$ cat src/hw/rtl/integer_to_ascii_field_formatter_core_assert.svh
// assertion helpers, sampled on clk and held off while rst_n is low
`ifndef INTEGER_TO_ASCII_FIELD_FORMATTER_CORE_ASSERT_SVH
`define INTEGER_TO_ASCII_FIELD_FORMATTER_CORE_ASSERT_SVH

// same-cycle implication
`define ITOA_ASSERT_IMPL(lbl, ante, cons, msg) \
    lbl: assert property (@(posedge clk) disable iff (!rst_n) (ante) |-> (cons)) \
        else $error(msg);

// next-cycle implication
`define ITOA_ASSERT_NEXT(lbl, ante, cons, msg) \
    lbl: assert property (@(posedge clk) disable iff (!rst_n) (ante) |=> (cons)) \
        else $error(msg);

`endif

$ cat src/hw/rtl/itoa_fmt_pkg.sv
package itoa_fmt_pkg;

    localparam int FIELD_CAPACITY_DEF = 32;
    localparam int DIGIT_DEPTH        = 20;
    localparam int IDX_W              = $clog2(DIGIT_DEPTH);
    localparam int STEP_W             = 7;

    localparam logic [1:0] CMD_SIGNED_DEC   = 2'd0;
    localparam logic [1:0] CMD_UNSIGNED_DEC = 2'd1;
    localparam logic [1:0] CMD_HEX          = 2'd2;
    localparam int         CMD_HEX_BIT      = 1;

    localparam logic [7:0] CHAR_ZERO  = 8'h30;
    localparam logic [7:0] CHAR_UPPER = 8'h41;
    localparam logic [7:0] CHAR_SPACE = 8'h20;
    localparam logic [7:0] CHAR_MINUS = 8'h2d;

    typedef struct packed {
        logic [1:0]  command;
        logic [63:0] value;
        logic        wide;
        logic [5:0]  field_width;
        logic        zero_fill;
    } in_item_t;

    typedef struct packed {
        logic [7:0] character;
        logic       last;
    } out_item_t;

    typedef struct packed {
        logic load;
        logic conv_step;
        logic scan_step;
        logic setup;
        logic emit_step;
    } dp_cmd_t;

    typedef struct packed {
        logic conv_done;
        logic scan_done;
        logic out_free;
        logic emit_last;
    } dp_status_t;

    function automatic logic [7:0] digit_char(input logic [3:0] d);
        if (d < 4'd10)
        begin
            return CHAR_ZERO + {4'd0, d};
        end
        return CHAR_UPPER + {4'd0, d - 4'd10};
    endfunction

endpackage

$ cat src/hw/rtl/itoa_fmt_dp.sv
module itoa_fmt_dp #(
    parameter int FIELD_CAPACITY = itoa_fmt_pkg::FIELD_CAPACITY_DEF
) (
    input  logic                    clk,
    input  logic                    rst_n,
    input  itoa_fmt_pkg::in_item_t  item,
    input  itoa_fmt_pkg::dp_cmd_t   cmd,
    output itoa_fmt_pkg::dp_status_t stat,
    output logic                    result_valid,
    input  logic                    result_stall,
    output itoa_fmt_pkg::out_item_t result
);
    import itoa_fmt_pkg::*;

    localparam int LEN_MAX = (FIELD_CAPACITY > DIGIT_DEPTH + 1) ? FIELD_CAPACITY
                                                                : DIGIT_DEPTH + 1;
    localparam int LEN_W   = $clog2(LEN_MAX + 1);

    logic [63:0]        shift_reg, shift_next;
    logic [STEP_W-1:0]  step_reg, step_next;
    logic [3:0]         digit_reg [DIGIT_DEPTH];
    logic [3:0]         digit_next [DIGIT_DEPTH];
    logic [3:0]         adj [DIGIT_DEPTH];
    logic [IDX_W-1:0]   idx_reg, idx_next;
    logic               neg_reg, neg_next;
    logic               zf_reg, zf_next;
    logic [LEN_W-1:0]   fw_reg, fw_next;
    logic [LEN_W-1:0]   len_reg, len_next;
    logic [LEN_W-1:0]   pos_reg, pos_next;
    logic               result_valid_reg, result_valid_next;
    out_item_t          result_reg, result_next;

    logic [63:0]                value_in;
    logic                       sign_bit;
    logic                       neg_in;
    logic [63:0]                mag_raw;
    logic [63:0]                mag;
    logic [4*DIGIT_DEPTH-1:0]   hex_word;
    logic [LEN_W-1:0]           natural;
    logic [LEN_W-1:0]           count;
    logic [LEN_W-1:0]           rem;
    logic                       is_digit;
    logic [7:0]                 ch;

    // operand sign and magnitude
    always_comb
    begin
        value_in = item.wide ? item.value : {32'd0, item.value[31:0]};
        sign_bit = item.wide ? item.value[63] : item.value[31];
        neg_in   = (item.command == CMD_SIGNED_DEC) && sign_bit;
        mag_raw  = neg_in ? (64'd0 - value_in) : value_in;
        mag      = item.wide ? mag_raw : {32'd0, mag_raw[31:0]};
        hex_word = (4*DIGIT_DEPTH)'(mag);
    end

    always_comb
    begin
        for (int i = 0; i < DIGIT_DEPTH; i++)
        begin
            adj[i] = (digit_reg[i] >= 4'd5) ? digit_reg[i] + 4'd3 : digit_reg[i];
        end
    end

    always_comb
    begin
        shift_next = shift_reg;
        step_next  = step_reg;
        digit_next = digit_reg;
        idx_next   = idx_reg;
        neg_next   = neg_reg;
        zf_next    = zf_reg;
        fw_next    = fw_reg;
        if (cmd.load)
        begin
            shift_next = item.wide ? mag : {mag[31:0], 32'd0};
            if (item.command[CMD_HEX_BIT])
            begin
                step_next = '0;
            end
            else
            begin
                step_next = item.wide ? STEP_W'(64) : STEP_W'(32);
            end
            for (int i = 0; i < DIGIT_DEPTH; i++)
            begin
                digit_next[i] = item.command[CMD_HEX_BIT] ? hex_word[4*i +: 4] : 4'd0;
            end
            idx_next = IDX_W'(DIGIT_DEPTH - 1);
            neg_next = neg_in;
            zf_next  = item.zero_fill;
            fw_next  = (32'(item.field_width) > FIELD_CAPACITY) ? LEN_W'(FIELD_CAPACITY)
                                                                : LEN_W'(item.field_width);
        end
        else if (cmd.conv_step)
        begin
            // shift-and-add-3 step across all bcd digits
            shift_next    = {shift_reg[62:0], 1'b0};
            step_next     = step_reg - STEP_W'(1);
            digit_next[0] = {adj[0][2:0], shift_reg[63]};
            for (int i = 1; i < DIGIT_DEPTH; i++)
            begin
                digit_next[i] = {adj[i][2:0], adj[i-1][3]};
            end
        end
        else if (cmd.scan_step)
        begin
            idx_next = idx_reg - IDX_W'(1);
        end
    end

    // field geometry: total length is max(width, natural), head cut when too long
    always_comb
    begin
        count    = LEN_W'(idx_reg) + LEN_W'(1);
        natural  = count + LEN_W'(neg_reg);
        len_next = len_reg;
        pos_next = pos_reg;
        if (cmd.setup)
        begin
            len_next = (fw_reg > natural) ? fw_reg : natural;
            pos_next = ((fw_reg != '0) && (natural > fw_reg)) ? natural - fw_reg : '0;
        end
        else if (cmd.emit_step)
        begin
            pos_next = pos_reg + LEN_W'(1);
        end
    end

    // character at the current position, counted from the right end
    always_comb
    begin
        rem      = len_reg - LEN_W'(1) - pos_reg;
        is_digit = rem < count;
        if (is_digit)
        begin
            ch = digit_char(digit_reg[rem[IDX_W-1:0]]);
        end
        else if (zf_reg)
        begin
            ch = (neg_reg && (pos_reg == '0)) ? CHAR_MINUS : CHAR_ZERO;
        end
        else
        begin
            ch = (neg_reg && (rem == count)) ? CHAR_MINUS : CHAR_SPACE;
        end
    end

    always_comb
    begin
        result_next = result_reg;
        if (cmd.emit_step)
        begin
            result_valid_next     = 1'b1;
            result_next.character = ch;
            result_next.last      = stat.emit_last;
        end
        else if (!result_stall)
        begin
            result_valid_next = 1'b0;
        end
        else
        begin
            result_valid_next = result_valid_reg;
        end
    end

    always_comb
    begin
        stat.conv_done = (step_reg == '0);
        stat.scan_done = (idx_reg == '0) || (digit_reg[idx_reg] != 4'd0);
        stat.out_free  = !result_valid_reg || !result_stall;
        stat.emit_last = (pos_reg == len_reg - LEN_W'(1));
    end

    always_ff @(posedge clk or negedge rst_n)
    begin
        if (!rst_n)
        begin
            result_valid_reg <= 1'b0;
            step_reg         <= '0;
            idx_reg          <= '0;
            len_reg          <= '0;
            pos_reg          <= '0;
        end
        else
        begin
            result_valid_reg <= result_valid_next;
            step_reg         <= step_next;
            idx_reg          <= idx_next;
            len_reg          <= len_next;
            pos_reg          <= pos_next;
        end
    end

    always_ff @(posedge clk)
    begin
        shift_reg  <= shift_next;
        digit_reg  <= digit_next;
        neg_reg    <= neg_next;
        zf_reg     <= zf_next;
        fw_reg     <= fw_next;
        result_reg <= result_next;
    end

    assign result_valid = result_valid_reg;
    assign result       = result_reg;

endmodule

$ cat src/hw/rtl/itoa_fmt_ctrl.sv
module itoa_fmt_ctrl (
    input  logic                     clk,
    input  logic                     rst_n,
    input  logic                     item_valid,
    output logic                     item_stall,
    input  itoa_fmt_pkg::dp_status_t stat,
    output itoa_fmt_pkg::dp_cmd_t    cmd
);
    import itoa_fmt_pkg::*;

    localparam logic [2:0] ST_IDLE  = 3'd0;
    localparam logic [2:0] ST_CONV  = 3'd1;
    localparam logic [2:0] ST_SCAN  = 3'd2;
    localparam logic [2:0] ST_SETUP = 3'd3;
    localparam logic [2:0] ST_EMIT  = 3'd4;

    logic [2:0] state_reg, state_next;

    always_comb
    begin
        state_next = state_reg;
        cmd        = '0;
        unique case (state_reg)
            ST_IDLE:
            begin
                cmd.load = item_valid;
                if (item_valid)
                begin
                    state_next = ST_CONV;
                end
            end
            ST_CONV:
            begin
                cmd.conv_step = !stat.conv_done;
                if (stat.conv_done)
                begin
                    state_next = ST_SCAN;
                end
            end
            ST_SCAN:
            begin
                // drop leading zero digits, keeping at least one
                cmd.scan_step = !stat.scan_done;
                if (stat.scan_done)
                begin
                    state_next = ST_SETUP;
                end
            end
            ST_SETUP:
            begin
                cmd.setup  = 1'b1;
                state_next = ST_EMIT;
            end
            ST_EMIT:
            begin
                cmd.emit_step = stat.out_free;
                if (stat.out_free && stat.emit_last)
                begin
                    state_next = ST_IDLE;
                end
            end
            default:
            begin
                state_next = ST_IDLE;
            end
        endcase
    end

    always_ff @(posedge clk or negedge rst_n)
    begin
        if (!rst_n)
        begin
            state_reg <= ST_IDLE;
        end
        else
        begin
            state_reg <= state_next;
        end
    end

    assign item_stall = (state_reg != ST_IDLE);

endmodule

$ cat src/hw/rtl/integer_to_ascii_field_formatter_core.sv
// Integer to ASCII field formatter.
// Input channel item/item_valid/item_stall carries one integer with its
// conversion kind, 32/64-bit size, field width and zero-fill flag; a
// transaction happens when item_valid is high and item_stall is low.
// Output channel result/result_valid/result_stall delivers one character per
// transaction, most significant first, with last set on the final one.
// An item runs through the controller states in order: idle accepts and loads
// the operand, then the shift-and-add-3 converter runs one operand bit per cycle
// over 32 or 64 bits (no shifts for hex), a leading-zero scan drops leading zero
// digits, a setup state computes the field geometry, then emission sends one
// character per unstalled cycle through the output register.
// item_stall stays high until the last character is in the output register,
// so the next item is taken while that character still waits.
// A stalled output holds its character and pauses emission.
// Reset clears the controller and the output valid flag; no result is pending.
`include "integer_to_ascii_field_formatter_core_assert.svh"

module integer_to_ascii_field_formatter_core #(
    parameter int FIELD_CAPACITY = itoa_fmt_pkg::FIELD_CAPACITY_DEF
) (
    input  logic                    clk,
    input  logic                    rst_n,
    input  logic                    item_valid,
    output logic                    item_stall,
    input  itoa_fmt_pkg::in_item_t  item,
    output logic                    result_valid,
    input  logic                    result_stall,
    output itoa_fmt_pkg::out_item_t result
);
    import itoa_fmt_pkg::*;

    dp_cmd_t    cmd;
    dp_status_t stat;

    itoa_fmt_ctrl u_ctrl (
        .clk        (clk),
        .rst_n      (rst_n),
        .item_valid (item_valid),
        .item_stall (item_stall),
        .stat       (stat),
        .cmd        (cmd)
    );

    itoa_fmt_dp #(
        .FIELD_CAPACITY (FIELD_CAPACITY)
    ) u_dp (
        .clk          (clk),
        .rst_n        (rst_n),
        .item         (item),
        .cmd          (cmd),
        .stat         (stat),
        .result_valid (result_valid),
        .result_stall (result_stall),
        .result       (result)
    );

    `ITOA_ASSERT_NEXT(a_busy_after_accept, item_valid && !item_stall, item_stall,
        "no stall after an accepted item")
    `ITOA_ASSERT_NEXT(a_idle_after_last, cmd.emit_step && stat.emit_last, !item_stall,
        "still busy after the last character")
    `ITOA_ASSERT_IMPL(a_idle_holds_last, !item_stall && result_valid, result.last,
        "idle with a non-final character pending")

endmodule

$ cat config.mk
export PLATFORM = sky130hd
export DESIGN_NAME = integer_to_ascii_field_formatter_core
export DESIGN_NICKNAME = d
export VERILOG_FILES = /design/src/hw/rtl/itoa_fmt_pkg.sv /design/src/hw/rtl/itoa_fmt_dp.sv /design/src/hw/rtl/itoa_fmt_ctrl.sv /design/src/hw/rtl/integer_to_ascii_field_formatter_core.sv
export VERILOG_INCLUDE_DIRS = /design/src /design/src/hw/rtl
export SDC_FILE = /design/constraint.sdc
export NUM_CORES = 1
export LEC_CHECK = 0
export ABC_AREA = 1
export BUFFER_PORTS_ARGS = -buffer_cell sky130_fd_sc_hd__buf_4
export CORE_MARGIN = 10
export CORE_UTILIZATION = 24
export CTS_BUF_LIST = sky130_fd_sc_hd__clkbuf_8 sky130_fd_sc_hd__clkbuf_16
export CTS_CLUSTER_DIAMETER = 200
export CTS_CLUSTER_SIZE = 28
export DETAILED_ROUTE_END_ITERATION = 8
export PLACE_DENSITY = 0.51
export REMOVE_ABC_BUFFERS = 1
export SYNTH_ARGS = -nofsm -noshare
export SYNTH_HDL_FRONTEND = slang
export SYNTH_HIERARCHICAL = 1
export SYNTH_SLANG_ARGS = --single-unit
$ cat constraint.sdc
create_clock -name clk -period 5.73 [get_ports clk]
set_input_delay 1.146 -clock clk [delete_from_list [all_inputs] [get_ports clk]]
set_output_delay 1.146 -clock clk [all_outputs]
set_load 0.02 [all_outputs]
==> After elaboration in Yosys (flattened, before gate mapping) <==
Index checks and enable logic that the tools add are counted.
{ "totals": {"register_bits": 189, "input_bits": 78, "output_inout_bits": 11, "elab_cells": 211} }
{ "classes": {"n_addsub": 32, "n_lt_le_gt_ge": 27, "n_eq_ne": 12, "muxes": 82, "bitwise": 2, "n_reduce_logical": 24} }
{ "op_table": {"columns": ["op", "n"], "rows": [
  ["two-way mux 64 bit", 6],
  ["two-way mux 4 bit", 40],
  ["two-way mux 80 bit", 2],
  ["greater-or-equal comparator 4 x 3 -> 1 bit, second input constant", 20],
  ["adder 4 x 2 -> 4 bit, second input constant", 19],
  ["subtractor 1 x 64 -> 64 bit, first input constant", 1],
  ["binary-select mux 4 bit (select 5 bit)", 2],
  ["two-way mux 8 bit", 4],
  ["two-way mux 7 bit", 4],
  ["two-way mux 6 bit", 4],
  ["two-way mux 5 bit", 4],
  ["two-way mux 3 bit", 5],
  ["one-hot mux 3 bit (5 select lines)", 1],
  ["equality test 6 bit", 2],
  ["greater-or-equal comparator 6 bit, second input constant", 2],
  ["greater-than comparator 6 bit", 2],
  ["NOT 5 -> 6 bit", 2],
  ["subtractor 6 bit", 2],
  ["two-way mux 1 bit", 10],
  ["inequality test 2 x 1 -> 1 bit, second input constant", 5],
  ["adder 7 x 4 -> 8 bit, first input constant", 1],
  ["adder 6 x 4 -> 7 bit, first input constant", 1],
  ["logical NOT 7 bit", 1],
  ["subtractor 7 x 1 -> 7 bit, second input constant", 1],
  ["other kinds (27)", 38]
]} }

==> Longest topological paths before layout <==
{ "logic_depth": {"ltp_word": 11, "mapped_depth": 20, "depth_no_buf": 20} }

==> Modules after synthesis <==
The synthesis kept the hierarchy.
{ "by_module_without_submodules": {"columns": ["mod", "n_inst", "cells_per_inst", "area_each_um2", "seq_area_each_um2"], "rows": [
  ["itoa_fmt_dp", 1, 1971, 14227.4, 5270.1],
  ["itoa_fmt_ctrl", 1, 33, 211.5, 75.1]
]} }

==> Least setup slack after synthesis <==
No wires, ideal clock.
{ "synth_timing": {"path_kind": "input to register", "from": "in item_valid", "to": "reg u_dp/digit_reg[16] (netlist name) (enable)", "setup_time_ns": 0.542, "arrival_time_ns": 5.977, "t_required_ns": 5.188, "path_slack_ns": -0.789, "stages": 6, "path_buffers": 2, "path_cell_list": "clkinv_1 -> nor2_1 -> clkbuf_1 -> nor2_1 -> inv_1 -> clkbuf_1"} }
{ "synth_lines": {"columns": ["element", "line_no", "rtl"], "rows": [
  ["start, declared", "integer_to_ascii_field_formatter_core.sv:23", "input logic item_valid,"],
  ["end signal, assigned", "itoa_fmt_dp.sv:198", "digit_reg <= digit_next;"],
  ["end, declared", "itoa_fmt_dp.sv:21", "logic [3:0] digit_reg [DIGIT_DEPTH];"]
]} }

==> Final worst setup path <==
{ "layout_timing": {"from": "reg u_dp.len_reg[0]", "to": "reg u_dp.result_reg, in the netlist u_dp/result[3], data pin"} }
{ "layout_via": {"elab_chain_cells": 11, "word_cells_on_any_way": 20, "cone_classes": "5 x add/sub; 2 x order compare; 1 x eq/ne; 10 x mux; 1 x bitwise; 1 x reduce/logical"} }
{ "layout_rtl": {"columns": ["element", "line_no", "rtl"], "rows": [
  ["start, declared", "itoa_fmt_dp.sv:28", "logic [LEN_W-1:0] len_reg, len_next;"],
  ["start signal, assigned", "itoa_fmt_dp.sv:190", "len_reg <= len_next;"],
  ["subtractor 6 x 1 -> 6 bit (*)", "itoa_fmt_dp.sv:132", "rem = len_reg - LEN_W'(1) - pos_reg;"],
  ["subtractor 6 bit (*)", "itoa_fmt_dp.sv:132", null],
  ["parallel branches: the longest is 8 deep, another holds adder 7 x 4 -> 8 bit", null, null],
  ["two-way mux 8 bit (*)", "itoa_fmt_dp.sv:134", "if (is_digit)"],
  ["via u_dp.ch[2]", "itoa_fmt_dp.sv:43", "logic [7:0] ch;"],
  ["end signal, assigned", "itoa_fmt_dp.sv:202", "result_reg <= result_next;"],
  ["end, declared", "itoa_fmt_dp.sv:31", "out_item_t result_reg, result_next;"]
]} }
Mark *: on every way through the listed nets, which the timed path passes. The select of a mux whose other input is x is not followed.
A chain may end at the register's enable or synchronous reset.

==> metrics.md <==
| Metric | Value |
|---|---|
| Post-place setup slack | `between 1500 and 2000 ps` |
| Final Instance Area | `between 0.015 and 0.02 mm^2` |
| Root Driver | `clkbuf_16` |
| Io pins | `slightly below 90` |
| Main synth FF type | `edfxtp_1` |
| R2r worst-path depth | `14` |
| Number of global-route vias before repair | `around 13k` |
| Core area | `about 0.059 mm^2` |
| Power Density | `about 650 mW/mm^2` |
| Mapped Cells | `~2.0k` |
| Largest fanout on the critical path | `21` |
| Area of the die | `a little over 0.07 mm^2` |
| Worst EP required | `5930 ps` |
| Routability cong. | `about 0.93` |
| Clock tree from TritonCTS | `done` |
| Syn Area/Cell | `between 7 and 8 um^2` |
| Max reg flops | `80` |
| Pins over their slew limit | `0` |
| Post-synthesis cell area | `between 0.01 and 0.015 mm^2` |
| Hold_sp | `u_dp/digit_reg[9]` |
| Number of port buffers | `between 80 and 90` |
| Hold buffers post-CTS | `0` |
| PnR worst setup slack | `between 1500 and 2000 ps` |
| Via count | `14.25k` |
| Fin crit period | `around 4000 ps` |
| Inserted Diodes | `0` |
| Startpoint types | `flip-flop` |
| Antenna violations before repair | `1` |
| Worst-path clk slew | `around 70 ps` |
| Yosys reg bits | `188` |
| Die Wd | `between 200 and 300 um` |
| Via density | `5.007` |
| Post-layout nets | `roughly 2.2k` |
| Clk buf depth | `2` |
| Final period util | `0.6921` |
| Instance area at placement | `0.01592 mm^2` |
| Final antenna-violating net count | `0` |
| Layout Cells excl Fill | `2845` |
| DRC Markers | `0` |
| Slew HR | `0.3646` |
| Register area share after synthesis | `0.3702` |
| Endpoints failing hold | `0` |
| Layout cells sized above 1 | `0.08398` |
| First-pass GRT wire length | `82280 um` |
| Kind of critical path | `reg -> reg` |
| Leak Pwr | `between 7 and 8 nW` |
| R2r startpoint | `u_dp/len_reg[0]` |
| MaxCap Viol Count | `0` |
| Starting Density | `0.2437` |
| Final setup viols | `0` |
| Final wirelength | `~54000 um` |
| Drt pass-1 iters | `5` |
| Hold endpoint | `u_dp/digit_reg[10]` |
| CTS Sinks | `~190` |
| Area Overhead vs Synth | `14.46%` |
| Synth warn | `6` |
| Placed Instances | `2813` |
| Reg-to-Reg End | `u_dp/result[3]` |
| Number of flops mapped to enable cells by yosys | `~140` |
| Postcts setup bufs | `0` |
| H-tree depth | `4` |
| Wirelength per Cell | `about 19 um` |
| Placement row count | `89` |
| Min-delay worst type | `reg -> reg` |
| Largest net degree at the start of global routing | `70` |
| Fmax | `252.2 MHz` |
| Status | `finished clean` |
| Synth cell types | `60` |
| CTS Buf Count | `17` |
| Unrepaired setup endpoints after global routing | `no` |
| Worst-Skew Late Latency | `460 ps` |
| Slew @ Worst Pin | `~950 ps` |
| CP endpoint kind | `flip-flop` |
| First DRT Iteration DRCs | `approximately 1.4k` |
| Ys async rst share | `0.1489` |
| Arrival @ worst endpoint | `~4200 ps` |
| Aggregate global routing overflow | `0` |
| HPWL after DPL | `~42000 um` |
| Clk_skew | `around 19 ps` |
| Peak supply drop | `between 0.0004 and 0.0005 V` |
| Die H | `265.3 um` |
| # resized after CTS | `0` |
| R2R Setup Slk | `1760 ps` |
| GR Util All Layers | `0.1500` |
| Setup TNS Final | `0 ps` |
| Critical Path Source | `u_dp/len_reg[0]` |
| Worst Hold Depth | `2` |
[cell usage after synthesis, drive strengths merged (4+ instances only)]
master | count | share of area
nor2 | 179 | 0.048
dfxtp | 16 | 0.022
a31oi | 5 | 0.0022
a22oi | 11 | 0.0057
o2bb2ai | 4 | 0.0024
o21ai | 236 | 0.084
a22o | 7 | 0.0042
and2 | 4 | 0.0017
or2 | 5 | 0.0022
a21oi | 110 | 0.039
nand3 | 211 | 0.074
o32ai | 6 | 0.0036
clkbuf | 41 | 0.011
o22ai | 29 | 0.013
nand2 | 438 | 0.11
dfrtp | 28 | 0.049
o21bai | 7 | 0.0036
ha | 67 | 0.058
o311ai | 4 | 0.0024
o211ai | 8 | 0.0042
nor3 | 18 | 0.0069
nand4 | 34 | 0.015
nand3b | 4 | 0.0021
edfxtp | 144 | 0.30
inv | 281 | 0.073
o31ai | 7 | 0.0036
xor2 | 48 | 0.029
xnor2 | 7 | 0.0048
buf | 24 | 0.0093
[routing by layer]
| layer | part of all wire | wire, um | vias to the layer above | track usage |
|---|---|---|---|---|
| met2 | 0.46 | 24740 | 492 | 0.2404 |
| met5 | 0 | 0 | - | 0 |
| li1 | - | - | 6868 | - |
| met1 | 0.46 | 25210 | 6839 | 0.2072 |
| met4 | 0.019 | 1005 | 0 | 0.03634 |
| met3 | 0.062 | 3346 | 46 | 0.02344 |
[worst max-delay path by stage]
stage                              end  slack, ps  cells after the start
floorplan           u_dp/digit_reg[16]       -610                      4
global placement        u_dp/result[3]       1720                     14
detailed placement      u_dp/result[3]       1730                     14
CTS                     u_dp/result[3]       1710                     14
global route            u_dp/result[3]       1430                     14
finish                  u_dp/result[3]       1760                     14
[report_power, final]
part / internal, mW / total, mW / leakage, nW / switching [mW]
Combinational: 2.05 / 6.46 / 5.03 / 4.41
Clock: 0.631 / 1.26 / 0.300 / 0.626
Sequential: 2.49 / 2.99 / 1.88 / 0.498
[critical path, cell delays in order, from the launching register on]
cell and delay [ps]:
dfrtp_1 360, inv_1 70, ha_1 330, fa_1 1120
inv_1 610, ha_1 470, inv_1 40, nor2_1 80
nor2_1 60, nor3_2 190, inv_1 50, nand2_1 130
nor2_1 70, o21ai_0 70, nand2_1 60
[stage by stage]
step / hold slack (ps) / power (mW) / utilization
6_report: 523.2 / 10.71 / 0.2790
5_1_grt: 547.4 / 11.71 / 0.2790
4_1_cts: 527.5 / 10.72 / 0.2790
3_5_place_dp: 511.2 / 9.425 / 0.2687
3_3_place_gp: 503.6 / 9.337 / 0.2687
2_1_floorplan: 471.6 / 7.474 / -
[final cells by class]
cell class | count | area [um^2]
fill | 6513 | 42710
multi-input combinational | 1467 | 7755
sequential | 188 | 5345
inverter | 284 | 1069
tap | 773 | 967.2
timing repair buffer | 101 | 783.3
clock buffer | 17 | 425.4
clock inverter | 15 | 182.7
[cell families (layout without fill, tap and decap cells)]
group / count (synthesis) / in the layout / synth area share
AOI/OAI and AO/OA: 444 / 444 / 0.1735
xor gates and xnor gates: 55 / 55 / 0.03388
adders and majority gates: 69 / 69 / 0.06083
buffers and inverters: 349 / 417 / 0.09376
DFF: 188 / 188 / 0.3702
other: 1 / 1 / 0.0002597
and+or+nand+nor: 898 / 898 / 0.2676
[layout by cell type, fill, tap and decap left out, types with 11 or more instances in the layout]
cell / instances
a21oi_1: 109
xor2_1: 48
clkbuf_16: 17
o21ai_0: 197
dfxtp_1: 16
nand3_1: 208
ha_1: 67
a22oi_1: 11
buf_4: 99
nor3_1: 16
nand4_1: 34
nor2_1: 168
o21ai_1: 33
edfxtp_1: 144
dfrtp_1: 28
inv_1: 272
o22ai_1: 29
nand2_1: 434
Note: power is estimated with default switching activity, not from simulation.
